**src/rtl/srt_pkg.sv**
```systemverilog
package srt_pkg;

	localparam int CAPACITY_DEF = 64;

	localparam logic [2:0] CMD_INSERT       = 3'd0;
	localparam logic [2:0] CMD_DELETE       = 3'd1;
	localparam logic [2:0] CMD_PURGE        = 3'd2;
	localparam logic [2:0] CMD_SET_SCORE    = 3'd3;
	localparam logic [2:0] CMD_CLEAR        = 3'd4;
	localparam logic [2:0] CMD_CLEAR_SCORES = 3'd5;
	localparam logic [2:0] CMD_READ         = 3'd6;

	localparam logic [1:0] ST_OK        = 2'd0;
	localparam logic [1:0] ST_FULL      = 2'd1;
	localparam logic [1:0] ST_BAD_INDEX = 2'd2;

	typedef struct packed {
		logic [2:0]  command;
		logic [5:0]  index;
		logic [31:0] intensity;
		logic [31:0] retention_time;
		logic [31:0] sigma;
		logic [3:0]  charge_index;
		logic [3:0]  fit_index;
		logic [15:0] score;
	} cmd_t;

	typedef struct packed {
		logic [1:0]  status;
		logic [5:0]  position;
		logic [6:0]  entry_count;
		logic [31:0] out_intensity;
		logic [31:0] out_retention_time;
		logic [31:0] out_sigma;
		logic [3:0]  out_charge_index;
		logic [3:0]  out_fit_index;
		logic [15:0] out_score;
	} res_t;

	// one stored entry
	typedef struct packed {
		logic [31:0] intensity;
		logic [31:0] retention_time;
		logic [31:0] sigma;
		logic [3:0]  charge;
		logic [3:0]  fit;
		logic [15:0] score;
	} entry_t;

endpackage

```
**src/rtl/srt_cmd_fifo.sv**
```systemverilog
// two-entry command queue between front and back
module srt_cmd_fifo (
	input  logic          clk,
	input  logic          arst_n,
	input  logic          wr_valid,
	output logic          wr_ready,
	input  srt_pkg::cmd_t wr_data,
	output logic          rd_valid,
	input  logic          rd_ready,
	output srt_pkg::cmd_t rd_data
);
	srt_pkg::cmd_t mem_q [2];
	logic       wp_q, rp_q;
	logic [1:0] cnt_q;
	logic       do_wr, do_rd;

	assign wr_ready = (cnt_q != 2'd2);
	assign rd_valid = (cnt_q != 2'd0);
	assign rd_data  = mem_q[rp_q];
	assign do_wr    = wr_valid && wr_ready;
	assign do_rd    = rd_valid && rd_ready;

	always_ff @(posedge clk) begin
		if (do_wr) mem_q[wp_q] <= wr_data;
	end

	always_ff @(posedge clk or negedge arst_n) begin
		if (!arst_n) begin
			wp_q  <= 1'b0;
			rp_q  <= 1'b0;
			cnt_q <= 2'd0;
		end else begin
			if (do_wr) wp_q <= ~wp_q;
			if (do_rd) rp_q <= ~rp_q;
			cnt_q <= cnt_q + {1'b0, do_wr} - {1'b0, do_rd};
		end
	end

`ifndef SYNTHESIS
	a_no_overflow: assert property (@(posedge clk) disable iff (!arst_n)
		cnt_q == 2'd2 |-> !wr_ready) else $error("queue overflow");
	a_cnt_step: assert property (@(posedge clk) disable iff (!arst_n)
		do_wr && !do_rd |=> cnt_q == $past(cnt_q) + 2'd1) else $error("count step");
	a_no_underflow: assert property (@(posedge clk) disable iff (!arst_n)
		cnt_q == 2'd0 |-> !rd_valid) else $error("queue underflow");
`endif
endmodule

```
**config.mk**
```make
export PLATFORM = sky130hd
export DESIGN_NAME = srt_cmd_fifo
export DESIGN_NICKNAME = d
export VERILOG_FILES = /design/src/rtl/srt_pkg.sv /design/src/rtl/srt_cmd_fifo.sv
export SDC_FILE = /design/constraint.sdc
export NUM_CORES = 1
export LEC_CHECK = 0
export ABC_CLOCK_PERIOD_IN_PS = 6900
export BUFFER_PORTS_ARGS = -buffer_cell sky130_fd_sc_hd__buf_2
export CORE_MARGIN = 2
export CORE_UTILIZATION = 45
export DETAILED_ROUTE_END_ITERATION = 10
export PLACE_DENSITY = 0.81
export RECOVER_POWER = 25
export SYNTH_ARGS = -nofsm -noshare
export SYNTH_HDL_FRONTEND = slang
export SYNTH_SLANG_ARGS = --single-unit
```
**constraint.sdc**
```tcl
create_clock -name clk -period 6.9 [get_ports clk]
set_input_delay 1.38 -clock clk [delete_from_list [all_inputs] [get_ports clk]]
set_output_delay 1.38 -clock clk [all_outputs]
set_load 0.03 [all_outputs]
```
==> summary.txt, run 1 <==
Clock tree
  • CTS sink cnt: 262
  • Skew-Pair Late Insertion Delay: 0.51 ns
  • TritonCTS clock tree: yes
  • Post-CTS Hold Buffers: 0
  • # Post-CTS Setup Buffers: 0
  • CTS root buf: clkbuf_16
  • H-tree Lvls: 1
  • Clk pin slew, worst setup/hold paths: 0.06 ns
  • Post-CTS Resized: 0
  • Num CTS Buffers: 27
  • Max Root-Sink Buffers: 3

Timing
  • Final Hold Viols: 0
  • Max Fclk: 0.233 GHz
  • Tcrit/Tclk final: 62.3%
  • Rel. slew slack: 21.9%
  • Worst Max-Slew Pin Slew: 1.17 ns
  • RSZ-0062 raised after global routing: false
  • Fin crit period: 4.30 ns
  • Final Slew Violations: 0
  • Clock Skew: 0.00535 ns
  • Final setup TNS: 0 ns
  • Final number of setup-violating endpoints: 0

Place
  • Port Buf Inserts: 263
  • Gpl congestion: 0.715
  • DPL Wire Length: 11.3 mm
  • Placed cell area: 11,100 um^2

Power and ir drop
  • Peak VDD IR: 0.240 mV
  • Total power: 5520 uW
  • Leakage: 0.00440 uW
  • Pwr dens: 465 nW/um^2

Die
  • Row cnt: 53
  • Number of top-level pins: 264
  • Die area: 22,400 um^2
  • Die extent in y: 150 um
  • Die X: 150 um
  • Starting Density: 45.6%
  • Core ar.: 20,900 um^2

Synth
  • Synth Cell Area: 9530 um^2
  • Synth warn: 0
  • Unique masters post-synth: 16
  • Cell taking the most area after synthesis: edfxtp_1
  • Syn Inst Count: 418
  • Post-synth top area share: 81.3%
  • Yosys reg bits: 262
  • Ranking of synthesized cells by area: edfxtp_1 (81%), mux2_2 (15%), buf_6 (1.2%), dfrtp_1 (1.1%), xnor2_1 (0.28%)
  • Syn Area/Cell: 22.8 um^2
  • Sequential share of the synthesized area: 82.3%
  • Net Count, Synth: 553

Global route
  • Vias in the first global route: 5,032
  • First-pass GRT wire length: 25.8 mm
  • Largest net degree at the start of global routing: 83
  • Initial antenna violation count: 1
  • Total GRT Usage: 14.8%
  • Total grt overflow: 0

Cells and area
  • Commonest cells after routing, fill and taps aside: edfxtp_1 (258), buf_2 (253), mux2_2 (129), clkbuf_16 (27), clkbuf_1 (20)
  • Commonest non-fill, non-tap cell in the layout: edfxtp_1
  • Nets: 835
  • Filler instances: 1,621
  • Reg area: 7850 um^2
  • Share of layout cells above drive strength 1: 58.6%
  • Multi-input combinational cell area: 1560 um^2
  • Layout area overhead: 24.6%
  • Post-route cell area: 11,900 um^2

Route
  • DR iter-0 viols: 196
  • First-pass detailed-route iteration total: 4
  • Routed WL: 17.4 mm
  • Routed Antenna Nets: 0
  • DR DRC count: 0
  • Via-to-Cell Ratio: 4.86
  • Routed WL per cell: 17.5 um
  • Routed vias: 4,840

Critical path
  • Crit Path Class: register to primary output
  • Critical path fanouts, max: 82
  • Worst Path Required: 5.52 ns
  • Startpoint Class: register
  • Worst Setup End Kind: primary output
  • Critical Path AT: 2.92 ns

Status
  • Outcome: completed

Hold path
  • Min-delay worst type: register to register

Flow run
  • MaxCap Viol Count: 0
==> layout make-up <==
class / instances / share of cell area (%)
tap: 275 / 2.90
clock inverter: 10 / 0.590
inverter: 1 / 0.0316
sequential: 262 / 66.1
antenna: 1 / 0.0211
multi-input combinational: 141 / 13.1
clock buffer: 38 / 6.03
timing repair buffer: 267 / 11.2
==> per-stage QoR <==
stage / worst slack, ns / cells / util, % / hold slack (ns)
3_3_place_gp: 3.03 / 946 / 53.2 / 0.501
3_5_place_dp: 3.01 / 946 / 53.2 / 0.510
4_1_cts: 2.43 / 994 / 56.9 / 0.524
5_1_grt: 2.32 / 995 / 56.9 / 0.542
6_report: 2.60 / 995 / 56.9 / 0.522
2_1_floorplan: 1.61 / 418 / - / 0.479
==> synth_stat cells <==
cell and instances:
buf_2 3, inv_1 1, buf_4 1, nand2_1 1
edfxtp_1 258, and3_1 1, nand2b_1 1, dfrtp_1 4
xor2_1 1, xnor2_1 3, ha_1 2, nor2_1 1
mux2_2 129, or2_2 1, and2_1 1, buf_6 10
==> logic make-up after synthesis <==
logic type | Yosys count | share of synthesized area [%]
XOR/XNOR | 4 | 0.368
adder cells (fa/ha/maj) | 2 | 0.262
multiplexers | 129 | 15.2
flip-flops | 262 | 82.3
AND/OR/NAND/NOR | 6 | 0.341
buffers and inverters | 15 | 1.46
==> state kept, by name (all words and copies together), names as in the netlist <==
| register | flops |
|---|---|
| cnt_q | 2 |
| rp_q | 1 |
| mem_q | 258 |
| wp_q | 1 |
==> report_power, final <==
group	total, uW	internal [uW]	switching [uW]
clock	1290	755	537
combinational	1880	648	1230
sequential	2350	2180	172
==> path summary, 6_finish.rpt <==
kind,cells past startpoint,from,slack [ns],endpoint
max in group asynchronous,1,arst_n,5.98,rp_q$_DFFE_PN0P_
worst max register to register,3,cnt_q[1]$_DFF_PN0_,4.30,mem_q[1][54]$_DFFE_PP_
worst min register to register,1,cnt_q[0]$_DFF_PN0_,0.52,cnt_q[0]$_DFF_PN0_
min in group asynchronous,1,arst_n,0.69,cnt_q[1]$_DFF_PN0_
worst min-delay path,1,cnt_q[0]$_DFF_PN0_,0.52,cnt_q[0]$_DFF_PN0_
worst max-delay path,3,rp_q$_DFFE_PN0P_,2.60,rd_data[81]
==> routing by layer <==
| metal | wire length, um | track usage (%) | share of wire [%] |
|---|---|---|---|
| met1 | 6770 | 17.7 | 39 |
| met2 | 8730 | 25.6 | 50 |
| met3 | 1350 | 4.54 | 7.7 |
| met4 | 585 | 5.05 | 3.4 |
| met5 | 0 | 0 | 0 |
==> critical path, cell delays in order, from the launching register on <==
cell and delay [ns]:
dfrtp_4 1.09, buf_4 0.67, mux2_2 0.42, buf_2 0.18
Power figures use the tool's default switching activity.
==> run 2: changes to the inputs <==
--- a/config.mk
+++ b/config.mk
@@ -5,12 +5,12 @@
 export SDC_FILE = /design/constraint.sdc
 export NUM_CORES = 1
 export LEC_CHECK = 0
-export ABC_CLOCK_PERIOD_IN_PS = 6900
+export ABC_CLOCK_PERIOD_IN_PS = 4450
 export BUFFER_PORTS_ARGS = -buffer_cell sky130_fd_sc_hd__buf_2
 export CORE_MARGIN = 2
 export CORE_UTILIZATION = 45
 export DETAILED_ROUTE_END_ITERATION = 10
-export PLACE_DENSITY = 0.81
+export PLACE_DENSITY = 0.78
 export RECOVER_POWER = 25
 export SYNTH_ARGS = -nofsm -noshare
 export SYNTH_HDL_FRONTEND = slang
==> constraint.sdc (replaced) <==
create_clock -name clk -period 4.45 [get_ports clk]
set_input_delay 0.89 -clock clk [delete_from_list [all_inputs] [get_ports clk]]
set_output_delay 0.89 -clock clk [all_outputs]
set_load 0.03 [all_outputs]
==> run 2 against run 1 <==
Effect of this change: critical path depth is the same; register-to-register slack worse by 2.0 ns; combinational power up 59%; first-iteration DRC count decreased by 22%; clock power increased by 58%; global-route usage is 0.62 points higher; critical path type unchanged; largest power group unchanged.
==> summary.txt, run 2 (synthesis gave the netlist of run 1 again) <==
Cells and area
  • Max reg flops: 258
  • Commonest non-fill, non-tap cell in the layout: edfxtp_1
  • Filler instances: 1,609
  • Nets: 834
  • Multi-input combinational cell area: 1560 um^2
  • Commonest cells after routing, fill and taps aside: edfxtp_1 (258), buf_2 (232), mux2_2 (129), clkbuf_1 (38), clkbuf_16 (27)
  • Reg area: 7850 um^2
  • Regs by FF count: mem_q x258, cnt_q x2
  • Largest Register: mem_q
  • Layout area overhead: 24.9%
  • Final cell utilization of the core: 57.0%
  • Share of layout cells above drive strength 1: 55.8%

Timing
  • Final number of setup-violating endpoints: 0
  • Rel. slew slack: 42.7%
  • Tcrit/Tclk final: 77.6%
  • Max Fclk: 0.289 GHz
  • Clock Skew: 0.0133 ns
  • Final setup TNS: 0 ns
  • Final Hold Viols: 0
  • Worst Max-Slew Pin Slew: 0.859 ns
  • Fin crit period: 3.45 ns
  • Final Slew Violations: 0
  • RSZ-0062 raised after global routing: false

Critical path
  • Worst Path Required: 3.56 ns
  • Critical Path AT: 2.56 ns
  • Worst Setup End Kind: primary output
  • Crit Path Class: register to primary output
  • CP delay by family, top: flip-flops
  • Critical path's slowest cell: dfrtp_4
  • Startpoint Class: register
  • Worst path cell trace: buf_12, mux2_2, buf_2
  • Buf+Inv Stages, Crit Path: 2
  • Worst path max stage delay: 0.98 ns
  • Reg2reg setup slack: 2.29 ns
  • Critical path fanouts, max: 69

Die
  • Die extent in y: 150 um
  • Row cnt: 53
  • Core ar.: 20,900 um^2
  • Die area: 22,400 um^2
  • Starting Density: 45.6%
  • Number of top-level pins: 264
  • Die X: 150 um

Clock tree
  • # Post-CTS Setup Buffers: 0
  • Post-CTS Hold Buffers: 0
  • Max Root-Sink Buffers: 3
  • Skew-Pair Late Insertion Delay: 0.52 ns
  • H-tree Lvls: 1
  • TritonCTS clock tree: yes
  • Clk pin slew, worst setup/hold paths: 0.06 ns
  • Num CTS Buffers: 26
  • Post-CTS Resized: 0
  • CTS sink cnt: 262
  • CTS root buf: clkbuf_16

Global route
  • Vias in the first global route: 5,320
  • Total GRT Usage: 15.4%
  • Total grt overflow: 0
  • First-pass GRT wire length: 26.9 mm
  • Initial antenna violation count: 3
  • Largest net degree at the start of global routing: 74

Place
  • Gpl congestion: 0.786
  • DPL Wire Length: 11.6 mm
  • Port Buf Inserts: 263

Power and ir drop
  • Peak VDD IR: 0.404 mV
  • Leakage: 0.00436 uW
  • Pwr dens: 725 nW/um^2

Route
  • DR DRC count: 0
  • Routed vias: 4,867
  • DR iter-0 viols: 153
  • Via-to-Cell Ratio: 4.90
  • Routed Antenna Nets: 0
  • Routed WL per cell: 17.8 um
  • Routed WL: 17.7 mm
  • First-pass detailed-route iteration total: 4

Flow run
  • MaxCap Viol Count: 0

Status
  • Outcome: completed

Hold path
  • Min-delay worst type: primary input to asynchronous set/reset pin
[run 2: cell types whose count changed in the layout (fill, tap and decap cells not counted)]
cell / before / now
bufinv_16: 1 / 2
buf_1: 1 / 0
buf_12: 0 / 3
clkbuf_1: 20 / 38
buf_2: 253 / 232
buf_4: 4 / 1
clkinv_1: 6 / 8
clkinvlp_4: 1 / 0
[run 2: worst paths after layout]
kind / depth (start not counted) / start / endpoint
hold / removal: 1 / arst_n / cnt_q[1]$_DFF_PN0_
min in group clk: 1 / cnt_q[0]$_DFF_PN0_ / cnt_q[0]$_DFF_PN0_
setup reg to reg: 3 / cnt_q[1]$_DFF_PN0_ / mem_q[1][114]$_DFFE_PP_
setup / recovery: 3 / rp_q$_DFFE_PN0P_ / rd_data[62]
max in group asynchronous: 1 / arst_n / rp_q$_DFFE_PN0P_
hold reg to reg: 1 / cnt_q[0]$_DFF_PN0_ / cnt_q[0]$_DFF_PN0_
[run 2: worst reg2reg max path, cell delays in order, from the launching register on]
cell and delay (ns):
dfrtp_1 0.40, nand2b_1 0.12, and3_4 0.73, buf_12 0.50
[run 2: layout make-up]
class                      count  share of cell area (%)
timing repair buffer         267                    11.3
inverter                       1                  0.0315
clock inverter                12                   0.841
antenna                        1                  0.0210
multi-input combinational    141                    13.1
sequential                   262                    65.9
tap                          275                    2.89
clock buffer                  34                    5.90
[run 2: routing by layer]
layer	share of wire, %	up-vias	global-route usage, %
met1	36	2367	16.9
met4	2.9	4	5.62
met5	0.14	-	0
met3	10	42	5.85
li1	-	2242	-
met2	51	212	27.3
[run 2: metrics by stage]
stage                     area [um^2]  hold slack, ns  std cells  total power, uW  worst slack, ns
after floorplan                  9540           0.483        418             5920           0.0516
after global placement          11100           0.496        946             6600             1.57
after detailed placement        11100           0.533        946             6680             1.51
after CTS                       11900           0.140        992             8750            0.944
after global routing            11900           0.181        993             9030            0.871
final                           11900           0.187        993             8630            0.995
[run 2: power breakdown]
group	internal [uW]	leakage (uW)	switching [uW]	total, uW
clock	1210	0.000390	828	2040
combinational	1030	0.00153	1950	2980
sequential	3380	0.00244	233	3610
==> run 3: changes to the inputs <==
--- a/config.mk
+++ b/config.mk
@@ -5,7 +5,8 @@
 export SDC_FILE = /design/constraint.sdc
 export NUM_CORES = 1
 export LEC_CHECK = 0
-export ABC_CLOCK_PERIOD_IN_PS = 4450
+export ABC_AREA = 1
+export ABC_CLOCK_PERIOD_IN_PS = 3400
 export BUFFER_PORTS_ARGS = -buffer_cell sky130_fd_sc_hd__buf_2
 export CORE_MARGIN = 2
 export CORE_UTILIZATION = 45
==> constraint.sdc (replaced) <==
create_clock -name clk -period 3.4 [get_ports clk]
set_input_delay 0.68 -clock clk [delete_from_list [all_inputs] [get_ports clk]]
set_output_delay 0.68 -clock clk [all_outputs]
set_load 0.03 [all_outputs]
==> run 3 against run 2 <==
Effect of this change: utilization increased by 0.37 points; wire length increased by 8.9%; clock skew decreased by 0.0039 ns; global-route usage increased by 0.79 points; die area increased by 1.1%; final cell count increased by 28%; power increased by 37%; sequential power increased by 28%; register-to-register slack got worse by 0.47 ns.
==> summary.txt, run 3 <==
Status
  • Outcome: completed

Route
  • Routed vias: 5,953
  • DR iter-0 viols: 326
  • Via-to-Cell Ratio: 4.68
  • Routed Antenna Nets: 0
  • First-pass detailed-route iteration total: 4
  • Routed WL: 19.2 mm
  • Routed WL per cell: 15.1 um
  • DR DRC count: 0

Cells and area
  • Commonest cells after routing, fill and taps aside: nand2_1 (400), edfxtp_1 (258), buf_2 (242), clkbuf_16 (27), clkbuf_1 (23)
  • Regs by FF count: mem_q x258, cnt_q x2
  • Reg area: 7850 um^2
  • Final cell utilization of the core: 57.4%
  • Max reg flops: 258
  • Multi-input combinational cell area: 1550 um^2
  • Nets: 1,114
  • Commonest non-fill, non-tap cell in the layout: nand2_1
  • Share of layout cells above drive strength 1: 29.2%
  • Post-route cell area: 12,100 um^2
  • Filler instances: 1,662
  • Layout area overhead: 25.1%
  • Largest Register: mem_q

Synth
  • Async S/R FF share, synth: 1.53%
  • Syn Area/Cell: 13.7 um^2
  • Net Count, Synth: 841
  • Post-synth top area share: 80.4%
  • Syn Inst Count: 706
  • Post-synth top cells: nand2_1 (400), edfxtp_1 (258), buf_2 (16), buf_6 (11), inv_1 (8)
  • Post-synth EDFFs: 258
  • Cell taking the most area after synthesis: edfxtp_1
  • Synth Cell Area: 9640 um^2
  • Sequential share of the synthesized area: 81.4%
  • Yosys reg bits: 262
  • Ranking of synthesized cells by area: edfxtp_1 (80%), nand2_1 (16%), buf_6 (1.3%), dfrtp_1 (1.0%), buf_2 (0.83%)
  • Unique masters post-synth: 12
  • Most common cell in the netlist: nand2_1
  • Synth warn: 0
  • Most used DFF post-synth: edfxtp_1

Hold path
  • Min-delay worst type: primary input to register
  • Hold Path Depth: 1
  • Hold_sp: wr_data[40]

Critical path
  • Critical Path AT: 2.28 ns
  • FF-to-FF Start: cnt_q[1]$_DFF_PN0_
  • Critical path fanouts, max: 64
  • Startpoint Class: register
  • Reg2reg setup slack: 1.82 ns
  • Crit Path Class: register to primary output
  • Worst-case reg-to-reg path depth: 4
  • Crit path launch: rp_q$_DFFE_PN0P_
  • Worst Path Required: 2.72 ns
  • Worst Setup End Kind: primary output

Clock tree
  • # Post-CTS Setup Buffers: 0
  • Post-CTS Resized: 0
  • CTS sink cnt: 262
  • Num CTS Buffers: 27
  • Max Root-Sink Buffers: 3
  • Skew-Pair Late Insertion Delay: 0.51 ns
  • H-tree Lvls: 1
  • Clk pin slew, worst setup/hold paths: 0.06 ns
  • TritonCTS clock tree: yes
  • CTS root buf: clkbuf_16

Place
  • Port Buf Inserts: 263
  • Gpl congestion: 0.745
  • Pre-CTS setup slack: 0.936 ns
  • DPL Wire Length: 12.7 mm
  • Placed cell area: 11,200 um^2

Timing
  • Final setup TNS: 0 ns
  • Final Slew Violations: 0
  • Rel. slew slack: 54.8%
  • Fin crit period: 2.96 ns
  • Worst-case hold slack: 0.355 ns
  • Final worst slack: 0.436 ns
  • Tcrit/Tclk final: 87.2%
  • Worst Max-Slew Pin Slew: 0.677 ns
  • Final number of setup-violating endpoints: 0
  • Max Fclk: 0.337 GHz
  • Final Hold Viols: 0
  • RSZ-0062 raised after global routing: false
  • Clock Skew: 0.00940 ns

Power and ir drop
  • Peak VDD IR: 0.576 mV
  • Pwr dens: 982 nW/um^2
  • Leakage: 0.00516 uW

Global route
  • Largest net degree at the start of global routing: 68
  • Total grt overflow: 0
  • First-pass GRT wire length: 29.0 mm
  • Vias in the first global route: 5,844
  • Initial antenna violation count: 3
  • Total GRT Usage: 16.2%

Die
  • Die X: 150 um
  • Core ar.: 21,000 um^2
  • Number of top-level pins: 264
  • Starting Density: 45.9%
  • Die area: 22,600 um^2
  • Die extent in y: 150 um
  • Row cnt: 53

Flow run
  • MaxCap Viol Count: 0
run 3: cell count changes in the layout (fill, tap and decap cells not counted), sizes merged, moves of 3 or more:
cell	change
nand2	+399
mux2	-129
buf	+16
clkbuf	-15
inv	+7
clkinv	+3
nand3	+3
xnor2	-3
run 3: per-stage QoR:
step / power [uW] / cells
6_report: 11800 / 1273
5_1_grt: 12500 / 1273
4_1_cts: 12000 / 1271
3_5_place_dp: 9200 / 1224
3_3_place_gp: 9120 / 1224
2_1_floorplan: 7910 / 706
run 3: final timing paths:
check,endpoint
max,rd_data[57]
min,mem_q[1][40]$_DFFE_PP_
max reg2reg,mem_q[1][100]$_DFFE_PP_
min reg2reg,wp_q$_DFFE_PN0N_
max in group asynchronous,rp_q$_DFFE_PN0P_
min in group asynchronous,cnt_q[0]$_DFF_PN0_
run 3: report_power, final:
part / total (uW) / leakage, uW / switching, uW / internal [uW]
clock: 2760 / 0.000413 / 1100 / 1660
combinational: 4460 / 0.00230 / 3380 / 1080
sequential: 4620 / 0.00245 / 218 / 4400
run 3: final cells by class:
class                           count  share of cell area, %
Antenna cell                        2                 0.0415
Inverter                            9                  0.332
Timing Repair Buffer              273                   11.9
Clock inverter                     16                   1.24
Tap cell                          275                   2.85
Multi-Input combinational cell    406                   12.9
Clock buffer                       30                   5.70
Sequential cell                   262                   65.1
run 3: repair_timing:
item / in CTS / in global routing
setup endpoints to repair: 0 / 0
hold endpoints to repair: 4 / 0
hold buffers: 1 / 0
run 3: logic make-up (layout without fill, tap and decap cells):
kind of cell	after synthesis	count (layout)	share of synthesized area, %
simple gates	404	404	15.8
other cells	0	2	0
buf+inv	38	328	2.58
flops	262	262	81.4
fa+ha+maj	2	2	0.259
run 3: worst max-delay path, stage by stage, from the launching register on:
cell and delay, ns:
dfrtp_4 0.67, buf_4 0.60, nand2_1 0.12, nand2_1 0.11, buf_2 0.20
run 3: layer usage:
metal | global-route usage [%] | part of all wire (%) | vias up
li1 | - | - | 2926
met1 | 19.8 | 39 | 2738
met2 | 27.6 | 49 | 243
met3 | 5.09 | 9.4 | 44
met4 | 5.19 | 2.7 | 2
met5 | 0 | 0.068 | -
